<file path="src/rtl/u16u8_pkg.sv">
// Shared types, constants and UTF-8 encode helpers for the UTF-16 to UTF-8 transcoder.
// Used by every module of the block; depends on nothing.
`default_nettype none

package u16u8_pkg;

    localparam int QUEUE_DEPTH = 4;

    localparam logic [15:0] HIGH_FIRST = 16'hD800;
    localparam logic [15:0] HIGH_LAST  = 16'hDBFF;
    localparam logic [15:0] LOW_FIRST  = 16'hDC00;
    localparam logic [15:0] LOW_LAST   = 16'hDFFF;
    localparam logic [5:0]  HIGH_TAG   = 6'b110110;
    localparam logic [20:0] SUPP_BASE  = 21'h10000;

    localparam logic [20:0] MAX_1B = 21'h00007F;
    localparam logic [20:0] MAX_2B = 21'h0007FF;
    localparam logic [20:0] MAX_3B = 21'h00FFFF;

    localparam logic [7:0] LEAD_2B = 8'hC0;
    localparam logic [7:0] LEAD_3B = 8'hE0;
    localparam logic [7:0] LEAD_4B = 8'hF0;
    localparam logic [7:0] CONT_B  = 8'h80;

    localparam logic [2:0] LEN_1 = 3'd1;
    localparam logic [2:0] LEN_2 = 3'd2;
    localparam logic [2:0] LEN_3 = 3'd3;
    localparam logic [2:0] LEN_4 = 3'd4;

    typedef struct packed {
        logic [15:0] code_unit;
        logic        end_of_string;
    } in_word_t;

    typedef struct packed {
        logic [7:0] out_byte;
        logic       run_last;
        logic       string_done;
    } out_word_t;

    typedef struct packed {
        logic        flush_valid;
        logic [15:0] flush_cp;
        logic        main_valid;
        logic [20:0] main_cp;
        logic        eos;
    } job_t;

    function automatic logic [2:0] utf8_len(input logic [20:0] cp);
        logic [2:0] len;
        if (cp <= MAX_1B) begin
            len = LEN_1;
        end else if (cp <= MAX_2B) begin
            len = LEN_2;
        end else if (cp <= MAX_3B) begin
            len = LEN_3;
        end else begin
            len = LEN_4;
        end
        return len;
    endfunction

    function automatic logic [7:0] utf8_byte(input logic [20:0] cp, input logic [2:0] len,
                                             input logic [1:0] idx);
        logic [7:0] b;
        b = 8'h00;
        case (len)
            LEN_1: b = {1'b0, cp[6:0]};
            LEN_2: begin
                case (idx)
                    2'd0:    b = LEAD_2B | {3'b000, cp[10:6]};
                    default: b = CONT_B | {2'b00, cp[5:0]};
                endcase
            end
            LEN_3: begin
                case (idx)
                    2'd0:    b = LEAD_3B | {4'b0000, cp[15:12]};
                    2'd1:    b = CONT_B | {2'b00, cp[11:6]};
                    default: b = CONT_B | {2'b00, cp[5:0]};
                endcase
            end
            default: begin
                case (idx)
                    2'd0:    b = LEAD_4B | {5'b00000, cp[20:18]};
                    2'd1:    b = CONT_B | {2'b00, cp[17:12]};
                    2'd2:    b = CONT_B | {2'b00, cp[11:6]};
                    default: b = CONT_B | {2'b00, cp[5:0]};
                endcase
            end
        endcase
        return b;
    endfunction

endpackage

`default_nettype wire

</file>
<file path="src/rtl/u16u8_front.sv">
// Front end: accepts UTF-16 words, tracks a held high surrogate, builds encode jobs.
// Depends on u16u8_pkg.
`default_nettype none

module u16u8_front (
    input  wire logic               clk,
    input  wire logic               rst_n,
    input  wire logic               push,
    input  wire u16u8_pkg::in_word_t item,
    input  wire logic               q_full,
    output logic                    q_push,
    output u16u8_pkg::job_t         q_job
);

    logic       holding_reg;
    logic [9:0] held_bits_reg;
    logic       holding_next;
    logic [9:0] held_bits_next;
    logic       is_high;
    logic       is_low;
    logic       accept;

    assign accept = push && !q_full;

    always_comb
    begin
        is_high = item.code_unit inside {[u16u8_pkg::HIGH_FIRST:u16u8_pkg::HIGH_LAST]};
        is_low  = item.code_unit inside {[u16u8_pkg::LOW_FIRST:u16u8_pkg::LOW_LAST]};

        q_job.eos         = item.end_of_string;
        q_job.flush_valid = 1'b0;
        q_job.flush_cp    = {u16u8_pkg::HIGH_TAG, held_bits_reg};
        q_job.main_valid  = 1'b1;
        q_job.main_cp     = {5'b00000, item.code_unit};
        holding_next      = 1'b0;
        held_bits_next    = 10'd0;

        if (holding_reg && is_low) begin
            q_job.main_cp = u16u8_pkg::SUPP_BASE
                            + {1'b0, held_bits_reg, item.code_unit[9:0]};
        end else begin
            q_job.flush_valid = holding_reg;
            if (is_high && !item.end_of_string) begin
                q_job.main_valid = 1'b0;
                holding_next     = 1'b1;
                held_bits_next   = item.code_unit[9:0];
            end
        end

        q_push = accept && (q_job.flush_valid || q_job.main_valid);
    end

    always_ff @(posedge clk or negedge rst_n)
    begin
        if (!rst_n) begin
            holding_reg   <= 1'b0;
            held_bits_reg <= 10'd0;
        end else if (accept) begin
            holding_reg   <= holding_next;
            held_bits_reg <= held_bits_next;
        end
    end

endmodule

`default_nettype wire

</file>
<file path="src/rtl/u16u8_queue.sv">
// Short job queue between the front end and the byte serializer.
// Depends on u16u8_pkg.
`default_nettype none

module u16u8_queue #(
    parameter int DEPTH = u16u8_pkg::QUEUE_DEPTH
) (
    input  wire logic            clk,
    input  wire logic            rst_n,
    input  wire logic            push,
    input  wire u16u8_pkg::job_t wr_job,
    output logic                 full,
    input  wire logic            pop,
    output u16u8_pkg::job_t      rd_job,
    output logic                 empty
);

    localparam int PW = (DEPTH > 1) ? $clog2(DEPTH) : 1;
    localparam int CW = $clog2(DEPTH + 1);

    u16u8_pkg::job_t mem_reg [DEPTH];
    logic [PW-1:0]   wr_ptr_reg;
    logic [PW-1:0]   rd_ptr_reg;
    logic [CW-1:0]   count_reg;
    logic            do_push;
    logic            do_pop;

    assign full    = (count_reg == CW'(DEPTH));
    assign empty   = (count_reg == '0);
    assign do_push = push && !full;
    assign do_pop  = pop && !empty;
    assign rd_job  = mem_reg[rd_ptr_reg];

    always_ff @(posedge clk)
    begin
        if (do_push) begin
            mem_reg[wr_ptr_reg] <= wr_job;
        end
    end

    always_ff @(posedge clk or negedge rst_n)
    begin
        if (!rst_n) begin
            wr_ptr_reg <= '0;
            rd_ptr_reg <= '0;
            count_reg  <= '0;
        end else begin
            if (do_push) begin
                wr_ptr_reg <= (wr_ptr_reg == PW'(DEPTH - 1)) ? '0 : wr_ptr_reg + PW'(1);
            end
            if (do_pop) begin
                rd_ptr_reg <= (rd_ptr_reg == PW'(DEPTH - 1)) ? '0 : rd_ptr_reg + PW'(1);
            end
            if (do_push && !do_pop) begin
                count_reg <= count_reg + CW'(1);
            end else if (do_pop && !do_push) begin
                count_reg <= count_reg - CW'(1);
            end
        end
    end

endmodule

`default_nettype wire

</file>
<file path="src/rtl/u16u8_back.sv">
// Back end: takes encode jobs from the queue and emits UTF-8 bytes through an output register.
// Depends on u16u8_pkg.
`default_nettype none

module u16u8_back (
    input  wire logic             clk,
    input  wire logic             rst_n,
    input  wire logic             q_empty,
    input  wire u16u8_pkg::job_t  q_job,
    output logic                  q_pop,
    output logic                  empty,
    input  wire logic             pop,
    output u16u8_pkg::out_word_t  result
);

    typedef enum logic [1:0] {IDLE, FLUSH, MAIN} state_t;

    state_t               state_reg;
    u16u8_pkg::job_t      job_reg;
    logic [1:0]           idx_reg;
    logic                 out_valid_reg;
    u16u8_pkg::out_word_t out_reg;

    logic [20:0] cur_cp;
    logic [2:0]  cur_len;
    logic [7:0]  cur_byte;
    logic        seg_end;
    logic        item_end;
    logic        slot_free;

    always_comb
    begin
        cur_cp    = (state_reg == FLUSH) ? {5'b00000, job_reg.flush_cp} : job_reg.main_cp;
        cur_len   = u16u8_pkg::utf8_len(cur_cp);
        cur_byte  = u16u8_pkg::utf8_byte(cur_cp, cur_len, idx_reg);
        seg_end   = ({1'b0, idx_reg} + 3'd1) == cur_len;
        item_end  = seg_end && ((state_reg == MAIN) || !job_reg.main_valid);
        slot_free = !out_valid_reg || pop;
        q_pop     = !q_empty && ((state_reg == IDLE) || (slot_free && item_end));
    end

    assign empty  = !out_valid_reg;
    assign result = out_reg;

    always_ff @(posedge clk or negedge rst_n)
    begin
        if (!rst_n) begin
            state_reg     <= IDLE;
            job_reg       <= '0;
            idx_reg       <= 2'd0;
            out_valid_reg <= 1'b0;
            out_reg       <= '0;
        end else begin
            if (slot_free) begin
                out_valid_reg       <= (state_reg != IDLE);
                out_reg.out_byte    <= cur_byte;
                out_reg.run_last    <= item_end;
                out_reg.string_done <= item_end && job_reg.eos;
            end
            if (q_pop) begin
                job_reg   <= q_job;
                idx_reg   <= 2'd0;
                state_reg <= q_job.flush_valid ? FLUSH : MAIN;
            end else if (state_reg != IDLE && slot_free) begin
                if (item_end) begin
                    state_reg <= IDLE;
                end else if (seg_end) begin
                    state_reg <= MAIN;
                    idx_reg   <= 2'd0;
                end else begin
                    idx_reg <= idx_reg + 2'd1;
                end
            end
        end
    end

    a_done_on_last: assert property (@(posedge clk) disable iff (!rst_n)
        out_valid_reg && out_reg.string_done |-> out_reg.run_last)
        else $error("string_done without run_last");

    a_idx_in_range: assert property (@(posedge clk) disable iff (!rst_n)
        state_reg != IDLE |-> ({1'b0, idx_reg} < cur_len))
        else $error("byte index beyond sequence length");

    a_flush_has_job: assert property (@(posedge clk) disable iff (!rst_n)
        state_reg == FLUSH |-> job_reg.flush_valid)
        else $error("flush phase without held surrogate");

    a_hold_on_stall: assert property (@(posedge clk) disable iff (!rst_n)
        out_valid_reg && !pop |=> out_valid_reg && $stable(out_reg))
        else $error("output word changed while stalled");

endmodule

`default_nettype wire

</file>
<file path="src/rtl/utf16_to_utf8_transcoder.sv">
// Top level of the UTF-16 to UTF-8 transcoder: front end, job queue and byte serializer.
// Depends on u16u8_pkg, u16u8_front, u16u8_queue and u16u8_back.
//
// Input channel: drive item (code_unit, end_of_string) and raise push; a word is taken
// at a rising edge with push high and full low.
// Output channel: while empty is low, result holds the oldest UTF-8 byte with run_last
// marking the last byte an input word caused and string_done the last byte of the string.
// Raise pop to take it.
// A high surrogate that is not last yields no bytes until the next word arrives.
// A word's first byte passes through the job queue, the job register and the output register.
// Throughput: one byte per cycle while the receiver keeps popping; a BMP word yields 1 to 3
// bytes, a surrogate pair 4, and an unpaired held surrogate plus its successor up to 6.
// The job queue (QUEUE_DEPTH entries) lets the front end keep taking words while the
// serializer works; full rises only when the queue is full.
// When the receiver stalls, the byte on result holds and the serializer waits; the queue
// then fills and full rises.
// Reset clears the held surrogate, empties the queue and drops any pending bytes.
`default_nettype none

module utf16_to_utf8_transcoder #(
    parameter int QUEUE_DEPTH = u16u8_pkg::QUEUE_DEPTH
) (
    input  wire logic                clk,
    input  wire logic                rst_n,
    input  wire logic                push,
    output logic                     full,
    input  wire u16u8_pkg::in_word_t item,
    output logic                     empty,
    input  wire logic                pop,
    output u16u8_pkg::out_word_t     result
);

    logic            q_push;
    logic            q_full;
    logic            q_pop;
    logic            q_empty;
    u16u8_pkg::job_t wr_job;
    u16u8_pkg::job_t rd_job;

    assign full = q_full;

    u16u8_front u_front (
        .clk    (clk),
        .rst_n  (rst_n),
        .push   (push),
        .item   (item),
        .q_full (q_full),
        .q_push (q_push),
        .q_job  (wr_job)
    );

    u16u8_queue #(
        .DEPTH (QUEUE_DEPTH)
    ) u_queue (
        .clk    (clk),
        .rst_n  (rst_n),
        .push   (q_push),
        .wr_job (wr_job),
        .full   (q_full),
        .pop    (q_pop),
        .rd_job (rd_job),
        .empty  (q_empty)
    );

    u16u8_back u_back (
        .clk     (clk),
        .rst_n   (rst_n),
        .q_empty (q_empty),
        .q_job   (rd_job),
        .q_pop   (q_pop),
        .empty   (empty),
        .pop     (pop),
        .result  (result)
    );

endmodule

`default_nettype wire
</file>
<file path="config.mk">
export PLATFORM = sky130hd
export DESIGN_NAME = utf16_to_utf8_transcoder
export DESIGN_NICKNAME = d
export VERILOG_FILES = /design/src/rtl/u16u8_pkg.sv /design/src/rtl/u16u8_front.sv /design/src/rtl/u16u8_queue.sv /design/src/rtl/u16u8_back.sv /design/src/rtl/utf16_to_utf8_transcoder.sv
export SDC_FILE = /design/constraint.sdc
export NUM_CORES = 1
export LEC_CHECK = 0
export ABC_AREA = 1
export ABC_CLOCK_PERIOD_IN_PS = 6400
export BUFFER_PORTS_ARGS = -buffer_cell sky130_fd_sc_hd__buf_2
export CORE_MARGIN = 1
export CORE_UTILIZATION = 55
export CTS_CLUSTER_SIZE = 8
export DETAILED_ROUTE_END_ITERATION = 10
export GPL_ROUTABILITY_DRIVEN = 0
export PLACE_DENSITY = 0.71
export SLEW_MARGIN = 0
export SYNTH_ARGS = -nofsm -noshare
export SYNTH_HDL_FRONTEND = slang
export SYNTH_SLANG_ARGS = --single-unit
</file>
<file path="constraint.sdc">
create_clock -name clk -period 6.4 [get_ports clk]
set_input_delay 1.28 -clock clk [delete_from_list [all_inputs] [get_ports clk]]
set_output_delay 1.28 -clock clk [all_outputs]
set_load 0.02 [all_outputs]
</file>
; After elaboration in Yosys (flattened, before gate mapping)
; Memory sizes are Yosys's and may differ from the RTL's.
; Index checks and enable logic that the tools add are counted.
[op_classes]
reduce_logical = 35
magnitude_cmp = 7
shift = 0
bitwise_logic = 0
div = 0
n_addsub = 7
n_mux = 31
multipliers = 0
n_eq_ne = 12
[ops]
columns = op, count
row1 = 2-to-1 mux 21 bit, 2
row2 = "greater-or-equal comparator 16 bit, second input constant", 2
row3 = "<= comparator 16 bit, second input constant", 2
row4 = case mux 8 bit (3 select lines), 1
row5 = 2-to-1 mux 2 bit, 11
row6 = "adder 17 x 20 -> 21 bit, first input constant", 1
row7 = "<= comparator 21 x 11 -> 1 bit, second input constant", 1
row8 = "<= comparator 21 x 16 -> 1 bit, second input constant", 1
row9 = "<= comparator 21 x 7 -> 1 bit, second input constant", 1
row10 = case mux 7 bit (3 select lines), 1
row11 = 2-to-1 mux 10 bit, 2
row12 = logical AND 1 bit, 15
row13 = 2-to-1 mux 3 bit, 5
row14 = case mux 7 bit (2 select lines), 1
row15 = "== test 2 bit, second input constant", 4
row16 = zero test 1 bit, 7
row17 = 2-to-1 mux 1 bit, 7
row18 = 2-to-1 mux 7 bit, 1
row19 = "adder 2 x 1 -> 2 bit, second input constant", 3
row20 = "== test 3 x 2 -> 1 bit, second input constant", 2
row21 = nonzero test 2 bit, 3
row22 = "== test 2 x 1 -> 1 bit, second input constant", 2
row23 = zero test 2 bit, 2
row24 = logical OR 1 bit, 4
row25 = 10 further kinds, 11
[word_totals]
latchBits = 0
mem_count = 1
ff_bits = 72
elab_cells = 108
out_inout_bits = 12
romBits = 0
ramBits = 136
[mem_list]
columns = memory, words, word_bits, read_ports, rd_clocked_by_memory_dff, wr, line
row1 = u_queue.mem_reg, 4, 34, 1, 0, 1, u16u8_queue.sv:21  ; u16u8_pkg::job_t mem_reg [DEPTH];

; Logic depth before layout (Yosys ltp)
; Gate-level depths: netlist of run 1.
[logic_depth]
depth_word = 15
ltp_mapped = 23
ltp_nobuf = 21

; Hierarchy
; Synthesis of run 1 repeated with hierarchy kept, for this count alone.
[hier_totals]
cells_unflattened = 1021
hier_area_um2 = 11021.8
[modules_own_cells]
columns = module, n_inst, area_each_um2, cells_per_inst, seq_area_each_um2
row1 = u16u8_queue, 1, 7189.4, 528, 4979.8
row2 = u16u8_back, 1, 2959.1, 379, 1351.3
row3 = u16u8_front, 1, 873.3, 114, 275.3

; Worst setup path before layout of run 1
; Ideal clock, no wire load.
[synth_path]
path_kind = input to register
from = input item[13] (netlist bit)
to = memory u_queue.mem_reg[0][0] (netlist bit) (enable)
arrival_time_ps = 3496
n_path_buf = 0
slack_ps = 2479
required_ps = 5975
setup_ps = 425
cell_stages = 6
cell_sequence = inv_1 > nor4_1 > inv_1 > o2111ai_1 > o21ai_0 > nor2_1
[synth_lines]
columns = element, line
row1 = from (decl), utf16_to_utf8_transcoder.sv:27  ; input wire u16u8_pkg::in_word_t item,
row2 = to (decl), u16u8_queue.sv:21

; Final worst setup path of run 1
[layout_path]
from = register u_back.state_reg[1]
to = register u_queue.count_reg[1]
[layout_via]
elab_chain_cells = 15
word_cells_on_any_way = 22
classes_between = order compare: 3 / eq/ne: 3 / mux: 5 / reduce/logical: 11
[layout_lines]
columns = element, line
row1 = from (decl), u16u8_back.sv:18  ; state_t state_reg;
row2 = from (signal assigned), u16u8_back.sv:63  ; state_reg <= q_job.flush_valid ? FLUSH : MAIN;
row3 = == test 2 x 1 -> 1 bit, u16u8_back.sv:33  ; cur_cp = (state_reg == FLUSH) ? {5'b00000, job_reg.flush_cp} : job_reg.main_cp;
row4 = 2-to-1 mux 21 bit, u16u8_back.sv:33
row5 = <= comparator 21 x 16 -> 1 bit, u16u8_pkg.sv:55  ; end else if (cp <= MAX_3B) begin
row6 = 2-to-1 mux 3 bit, u16u8_pkg.sv:55
row7 = 2-to-1 mux 3 bit, u16u8_pkg.sv:53  ; end else if (cp <= MAX_2B) begin
row8 = 2-to-1 mux 3 bit, u16u8_pkg.sv:51  ; if (cp <= MAX_1B) begin
row9 = == test 3 bit, u16u8_back.sv:36  ; seg_end = ({1'b0, idx_reg} + 3'd1) == cur_len;
row10 = logical AND 1 bit, u16u8_back.sv:37  ; item_end = seg_end && ((state_reg == MAIN) || !job_reg.main_valid);
row11 = logical AND 1 bit, u16u8_back.sv:39  ; q_pop = !q_empty && ((state_reg == IDLE) || (slot_free && item_end));
row12 = logical OR 1 bit (*), u16u8_back.sv:39
row13 = logical AND 1 bit (*), u16u8_back.sv:39
row14 = logical AND 1 bit (*), u16u8_queue.sv:31  ; assign do_pop = pop && !empty;
row15 = zero test 1 bit, u16u8_queue.sv:54  ; if (do_push && !do_pop) begin
row16 = logical AND 1 bit, u16u8_queue.sv:54
row17 = 2-to-1 mux 3 bit or nonzero test 2 bit (tied branches), -
row18 = to (signal assigned), u16u8_queue.sv:55  ; count_reg <= count_reg + CW'(1);
row19 = to (signal assigned), u16u8_queue.sv:57  ; count_reg <= count_reg - CW'(1);
row20 = to (decl), u16u8_queue.sv:24  ; logic [CW-1:0] count_reg;
; Mark *: on every way between the ends. The rest lies on a longest branch, timed or not.
; A chain may end at the register's enable or synchronous reset.

==> flow_summary.json, run 1 <==
{
  "status": "finished clean",
  "power.density_cell_area_nw_per_um2": 525,
  "clock_sink_count": 203,
  "regToRegSetupSlack_ns": 2.84,
  "finalCritPeriodShare_pct": 55.6,
  "cell_types_with_the_largest_area_share_after_synthesis": "edfxtp_1 46%, dfrtp_1 19%, o21ai_0 6.6%",
  "first_iter_violations": 513,
  "post_drt_wl_per_cell_um": 17.6,
  "place_hpwl_mm": 12.2,
  "clock-root-buffer": "clkbuf_16",
  "antenna_violations_before_repair": 0,
  "synth.distinct_cells": 42,
  "syn_inst": 838,
  "grt_use_total_pct": 24.1,
  "hold_wc_path_type": "reg -> reg",
  "synth_area_sq_um": 8950,
  "drt-vias-per-instance": 5.69,
  "cap_viol_max_count": 0,
  "floorplan.io_pins": 33,
  "initial_core_util_pct": 56.3,
  "postLayoutCoreUtil_pct": 63.3,
  "critPathMaxFanout": 25,
  "antennaDiodeCount": 0,
  "cts.reportedPaths.clkPinSlew_ns": 0.05,
  "synth_ff_type": "edfxtp_1",
  "cpPeakStageDelay_ns": 0.44,
  "grt_residual_overflow": 0,
  "largest_register_ffs": 136,
  "grt_pass1_wl_mm": 30.9,
  "postSynthRegisterBits": 203,
  "post_synth.cell_area_avg_sq_um": 10.7,
  "grt_setup_unrepaired": "false",
  "antenna_violating_nets_post_route": 0,
  "cts_setup_buffers": 0,
  "post-route-min-period_ns": 3.56,
  "final_max_slew_viol_count": 0,
  "synthTopCellsByCount": "136 x edfxtp_1, 128 x nand2_1, 118 x o21ai_0",
  "endpoint_kind": "flop",
  "setup.worst_path.class": "reg -> reg",
  "grt_max_degree": 72,
  "placeableCoreArea_sq_um": 15900,
  "synth_top_area_share_pct": 45.6,
  "post_route_cells_drive_above_1_share_pct": 14.1,
  "fmaxAchievable_mhz": 281,
  "mappedNetlistNets": 872,
  "setup-tns-final_ns": 0,
  "synth.most_common_cell": "edfxtp_1",
  "ys_seq_area_share_pct": 64.4,
  "die-area_sq_um": 16800,
  "detail_route.drc_violations": 0,
  "transition_time_at_the_pin_with_the_least_slew_margin_ns": 1.11,
  "cp-start-kind": "flop",
  "seqCellArea_sq_um": 5760,
  "die_w_um": 130,
  "floorplan.die.height_um": 130,
  "portBuffers": 32,
  "totalWireLength_mm": 19.4,
  "multi_input_area_sq_um": 2700,
  "layout.cell_area.non_filler_sq_um": 10000,
  "placement_rows": 46,
  "cts_tree": "yes",
  "fill_cells": 1253,
  "setup_violations": 0,
  "synth_warnings": 0,
  "clockBufferDepth": 3,
  "placed_area_sq_um": 9250,
  "leakage_nw": 4.00,
  "critical-path-top-cell-by-count": "nand2_1",
  "vias": 6272,
  "max_vdd_drop_mv": 0.277,
  "fin_worst_hold_slack_ns": 0.474,
  "cts_buffers": 29,
  "cts.hold.buffers_added": 0,
  "async_flop_share_pct": 33.0,
  "drt_pass1_iterations": 7,
  "cp_cell_sequence": "inv_2 -> nand2_4 -> nand2_1 -> nand2_1 -> nor2_2 -> inv_1 -> o21ai_2 -> nand2_1 -> nand2_1 -> nand2_1 -> nor2_4 -> nand3_2 -> nand2_2 -> nand2_4 -> ha_1 -> inv_1 -> fa_1 -> mux2_2",
  "worstSkewPairLatency_ns": 0.52,
  "timing_hold_violations_final": 0,
  "critical-path-slowest-cell": "dfrtp_1",
  "area_growth_syn_to_layout_pct": 12.3,
  "cts_resized": 0,
  "finalNetCount": 903,
  "slew-limit-headroom_pct": 25.6,
  "arrival_ns": 3.97,
  "synth-edff-count": 136,
  "via_count_of_the_first_global_routing_pass": 5934,
  "required_time_at_the_worst_slack_endpoint_ns": 6.80,
  "post-synth-top-area-cell": "edfxtp_1",
  "fin_worst_skew_ns": 0.0180,
  "ctsHtreeMaxLevel": 1
}
## area by class of cell
cell class / instances / share of cell area, %
tap: 216 / 2.69
multi-input combinational: 517 / 26.9
inverter: 80 / 3.06
clock buffer: 48 / 7.93
clock inverter: 1 / 0.0623
timing repair buffer: 38 / 2.04
sequential: 203 / 57.3
## placed cells by master, fill, tap and decap left out, drive strengths merged, types with 2 or more instances in the layout
master and instances:
o211ai 10, nor3 3, a21oi 9, xor2 3, ha 12, a31oi 2, o221ai 3, nor2 108
nand2 151, nand3 21, dfrtp 67, inv 78, nand4 2, o21ai 139, edfxtp 136, clkinv 3
o22ai 44, clkbuf 48, buf 38
## final timing paths
path                            depth (start not counted)                       startpoint                                 to
worst min register to register                          2   u_back.job_reg[23]$_DFFE_PN0N_     u_back.job_reg[23]$_DFFE_PN0N_
max in group asynchronous                               2                            rst_n  u_queue.rd_ptr_reg[0]$_DFFE_PN0P_
worst max register to register                         18  u_back.state_reg[1]$_DFFE_PN0P_   u_queue.count_reg[1]$_DFFE_PN0P_
worst max-delay path                                   18  u_back.state_reg[1]$_DFFE_PN0P_   u_queue.count_reg[1]$_DFFE_PN0P_
min in group asynchronous                               1                            rst_n       u_back.result[6]$_DFFE_PN0P_
worst min-delay path                                    2   u_back.job_reg[23]$_DFFE_PN0N_     u_back.job_reg[23]$_DFFE_PN0N_
## worst max-delay path, delay by kind of cell, from the launching register on
kind	cells	cell delay, ns
DFF	1	0.44
adders and majority gates	2	0.69
muxes	1	0.28
AOI/OAI and AO/OA	1	0.27
and+or+nand+nor	11	1.45
buffers and inverters	3	0.31
## logic make-up (layout without fill, tap and decap cells)
logic type | after synthesis | count (layout) | synth area share, %
flops | 203 | 203 | 64.4
fa+ha+maj | 13 | 13 | 1.90
compound gates | 211 | 211 | 13.7
buf+inv | 118 | 167 | 5.80
xor+xnor | 4 | 4 | 0.392
mux | 1 | 1 | 0.126
simple gates | 288 | 288 | 13.7
## routing by layer
layer  GRT usage, %  part of all wire (%)  wire length [um]  up-vias
li1               -                     -                 -     2947
met1           33.2                    44              8510     2993
met2           39.7                    48              9250      273
met3           3.80                   6.4              1250       59
met4           7.46                   2.2               428        0
met5              0                     0                 0        -
## where the power goes
group          switching, W  total [W]  internal, W
combinational       0.00143    0.00202     0.000593
sequential         0.000144    0.00191      0.00177
clock              0.000514    0.00135     0.000832
## metrics by stage
stage	setup slack, ns	power, W	std cells
after global routing	2.55	0.00562	1103
final	2.84	0.00528	1103
after global placement	2.52	0.00386	1054
after CTS	2.85	0.00528	1103
after floorplan	2.48	0.00346	838
after detailed placement	2.43	0.00393	1054
Note: power is estimated with default switching activity, not from simulation.
==> run 2, diff against run 1 <==
--- a/config.mk
+++ b/config.mk
@@ -5,15 +5,15 @@
 export SDC_FILE = /design/constraint.sdc
 export NUM_CORES = 1
 export LEC_CHECK = 0
-export ABC_AREA = 1
-export ABC_CLOCK_PERIOD_IN_PS = 6400
+export ABC_AREA = 0
+export ABC_CLOCK_PERIOD_IN_PS = 3010
 export BUFFER_PORTS_ARGS = -buffer_cell sky130_fd_sc_hd__buf_2
 export CORE_MARGIN = 1
 export CORE_UTILIZATION = 55
 export CTS_CLUSTER_SIZE = 8
 export DETAILED_ROUTE_END_ITERATION = 10
 export GPL_ROUTABILITY_DRIVEN = 0
-export PLACE_DENSITY = 0.71
+export PLACE_DENSITY = 0.74
 export SLEW_MARGIN = 0
 export SYNTH_ARGS = -nofsm -noshare
 export SYNTH_HDL_FRONTEND = slang
==> constraint.sdc (replaced) <==
create_clock -name clk -period 3.01 [get_ports clk]
set_input_delay 0.602 -clock clk [delete_from_list [all_inputs] [get_ports clk]]
set_output_delay 0.602 -clock clk [all_outputs]
set_load 0.02 [all_outputs]
==> flow_summary.json, run 2 <==
{
  "post_route_cells_drive_above_1_share_pct": 28.7,
  "grt_pass1_wl_mm": 28.5,
  "grt_residual_overflow": 0,
  "antenna_violations_before_repair": 0,
  "fmaxAchievable_mhz": 339,
  "layout.cell_area.non_filler_sq_um": 10300,
  "cts.reportedPaths.clkPinSlew_ns": 0.05,
  "initial_core_util_pct": 57.3,
  "p_sw_w": 0.00362,
  "fin_worst_hold_slack_ns": 0.0841,
  "place_hpwl_mm": 11.4,
  "final_common_cell": "edfxtp_1",
  "setup-tns-final_ns": 0,
  "synthTopCellsByCount": "136 x edfxtp_1, 67 x dfrtp_1, 63 x nand2_1",
  "arrival_ns": 3.41,
  "grt_max_degree": 68,
  "timing_hold_violations_final": 0,
  "worst-path-stages": 12,
  "cp-start-kind": "flop",
  "leakage_nw": 4.04,
  "synth_warnings": 0,
  "syn_inst": 576,
  "post_drt_wl_per_cell_um": 20.6,
  "fin_worst_skew_ns": 0.0100,
  "synth_area_sq_um": 8840,
  "critical-path-top-cell-by-count": "xor2_1",
  "synth_ff_type": "edfxtp_1",
  "status": "finished clean",
  "via_count_of_the_first_global_routing_pass": 5278,
  "clockBufferDepth": 3,
  "transition_time_at_the_pin_with_the_least_slew_margin_ns": 0.594,
  "placement_rows": 45,
  "antenna_violating_nets_post_route": 0,
  "pwr-share-clk_pct": 26.3,
  "die_w_um": 129,
  "floorplan.io_pins": 33,
  "setup_violations": 0,
  "max_vdd_drop_mv": 0.642,
  "synth_top_area_share_pct": 46.2,
  "post-route-min-period_ns": 2.95,
  "clock_sink_count": 203,
  "cap_viol_max_count": 0,
  "worst-path-buf-inv": 1,
  "cpPeakStageDelay_ns": 0.56,
  "mappedNetlistNets": 610,
  "ctsHtreeMaxLevel": 1,
  "cp_cell_sequence": "or4_4 -> o21a_1 -> and4b_1 -> a31oi_4 -> o41ai_4 -> a21oi_4 -> ha_4 -> inv_2 -> fa_2 -> xor2_1 -> nor2_1 -> xor2_1",
  "critical-path-slowest-cell": "or4_4",
  "post_synth.cell_area_avg_sq_um": 15.4,
  "cts_tree": "yes",
  "post-synth-top-area-cell": "edfxtp_1",
  "finalCritPeriodShare_pct": 98.0,
  "portBuffers": 32,
  "met1_length_mm": 7.92,
  "postSynthRegisterBits": 203,
  "vias": 5138,
  "detail_route.drc_violations": 0,
  "antennaDiodeCount": 0,
  "comb_power_share_pct": 36.7,
  "ys_seq_area_share_pct": 65.1,
  "setup.worst_path.class": "reg -> reg",
  "cts.hold.buffers_added": 0,
  "finalNetCount": 680,
  "grt_use_total_pct": 22.9,
  "placeableCoreArea_sq_um": 15400,
  "grt_setup_unrepaired": "true",
  "fill_cells": 1082,
  "dr_wl_met3_um": 812,
  "slew-limit-headroom_pct": 60.4,
  "final_max_slew_viol_count": 0,
  "cell_types_with_the_largest_area_share_after_synthesis": "edfxtp_1 46%, dfrtp_1 19%, mux4_2 8.7%",
  "clock-root-buffer": "clkbuf_16",
  "reg2reg_depth": 12,
  "switching_share_pct": 32.8,
  "placed_area_sq_um": 9440,
  "cts_buffers": 29,
  "synth.distinct_cells": 59,
  "async_flop_share_pct": 33.0,
  "critPathMaxFanout": 4,
  "sequentialPowerShare_pct": 36.9,
  "synth.most_common_cell": "edfxtp_1",
  "mostFrequentLayoutCells": "136 x edfxtp_1, 66 x dfrtp_1, 63 x nand2_1",
  "worstSkewPairLatency_ns": 0.54,
  "worst_path_dominant_cell_family": "simple AND/OR/NAND/NOR gates",
  "drt_pass1_iterations": 5,
  "power.density_cell_area_nw_per_um2": 1070,
  "final_non_filler_cell_total": 876,
  "largest_register_ffs": 136,
  "required_time_at_the_worst_slack_endpoint_ns": 3.47,
  "area_growth_syn_to_layout_pct": 16.6,
  "highest-signal-layer": "met4",
  "place_inst": 823,
  "first_iter_violations": 402,
  "drt-vias-per-instance": 5.87,
  "hold_wc_path_type": "in -> async",
  "internal-power_w": 0.00743,
  "endpoint_kind": "flop",
  "wl_met2_mm": 8.83,
  "synth-edff-count": 136,
  "totalWireLength_mm": 18.0,
  "die-area_sq_um": 16600,
  "floorplan.die.height_um": 129
}
-- run 2: changes by cell type after synthesis, moves of 14 or more --
cell / delta
o22ai_1: -42
o21ai_0: -88
mux2_2: +14
mux2_4: +28
nor2_1: -76
inv_1: -62
o21ai_2: -17
nand2_2: -21
nand2_1: -65
mux4_2: +34
-- run 2: area by class of cell --
type	count	area [sq um]	area share [%]
timing repair buffer	68	468	4.54
sequential	203	5760	55.9
inverter	13	48.8	0.473
clock inverter	2	27.5	0.267
multi-input combinational	331	2940	28.5
clock buffer	48	797	7.73
tap	211	264	2.56
-- run 2: logic make-up (layout without fill, tap and decap cells) --
family                     count (synthesis)  in the layout  synth area share (%)
AOI/OAI and AO/OA                         86             86                  6.62
buffers and inverters                     42            131                  2.11
xor gates and xnor gates                   5              5                 0.495
muxes                                     86             86                  16.3
and+or+nand+nor                          141            141                  7.36
DFF                                      203            203                  65.1
adders and majority gates                 13             13                  1.92
-- run 2: routing by layer --
layer	GRT usage (%)	vias up
met5	0	-
met1	31.3	2607
met3	3.66	31
met4	8.03	0
li1	-	2337
met2	37.9	163
-- run 2: metrics by stage --
step	util (%)	power, W	setup WS (ns)
floorplan	-	0.00696	-0.283
global placement	61.2	0.00797	0.0695
detailed placement	61.2	0.00810	-0.0186
CTS	66.6	0.0111	0.0143
global route	66.8	0.0116	-0.0771
finish	66.8	0.0111	0.0611
-- run 2: power groups by stage --
stage / combinational [W] / clock (W) / sequential, W
finish: 0.00406 / 0.00291 / 0.00408
global route: 0.00439 / 0.00306 / 0.00416
CTS: 0.00401 / 0.00296 / 0.00409
detailed placement: 0.00396 / 0 / 0.00413
global placement: 0.00389 / 0 / 0.00407
floorplan: 0.00290 / 0 / 0.00406
-- run 2: final timing paths --
check	start	end	slack, ns
max in group asynchronous	rst_n	u_queue.rd_ptr_reg[0]$_DFFE_PN0P_	2.59
min in group clk	item[10]	u_queue.mem_reg[1][10]$_DFFE_PP_	0.29
worst max register to register	u_back.job_reg[21]$_DFFE_PN0N_	u_queue.count_reg[2]$_DFFE_PN0P_	0.06
worst min-delay path	rst_n	u_back.result[1]$_DFFE_PN0P_	0.08
worst min register to register	u_back.result[0]$_DFFE_PN0P_	u_back.result[0]$_DFFE_PN0P_	0.48
worst max-delay path	u_back.job_reg[21]$_DFFE_PN0N_	u_queue.count_reg[2]$_DFFE_PN0P_	0.06
-- run 2: repair_timing --
action / in CTS / in global routing
setup endpoints to repair: 2 / 2
pin swaps: 2 / 5
buffers inserted: 0 / 3
gates resized for setup: 2 / 2
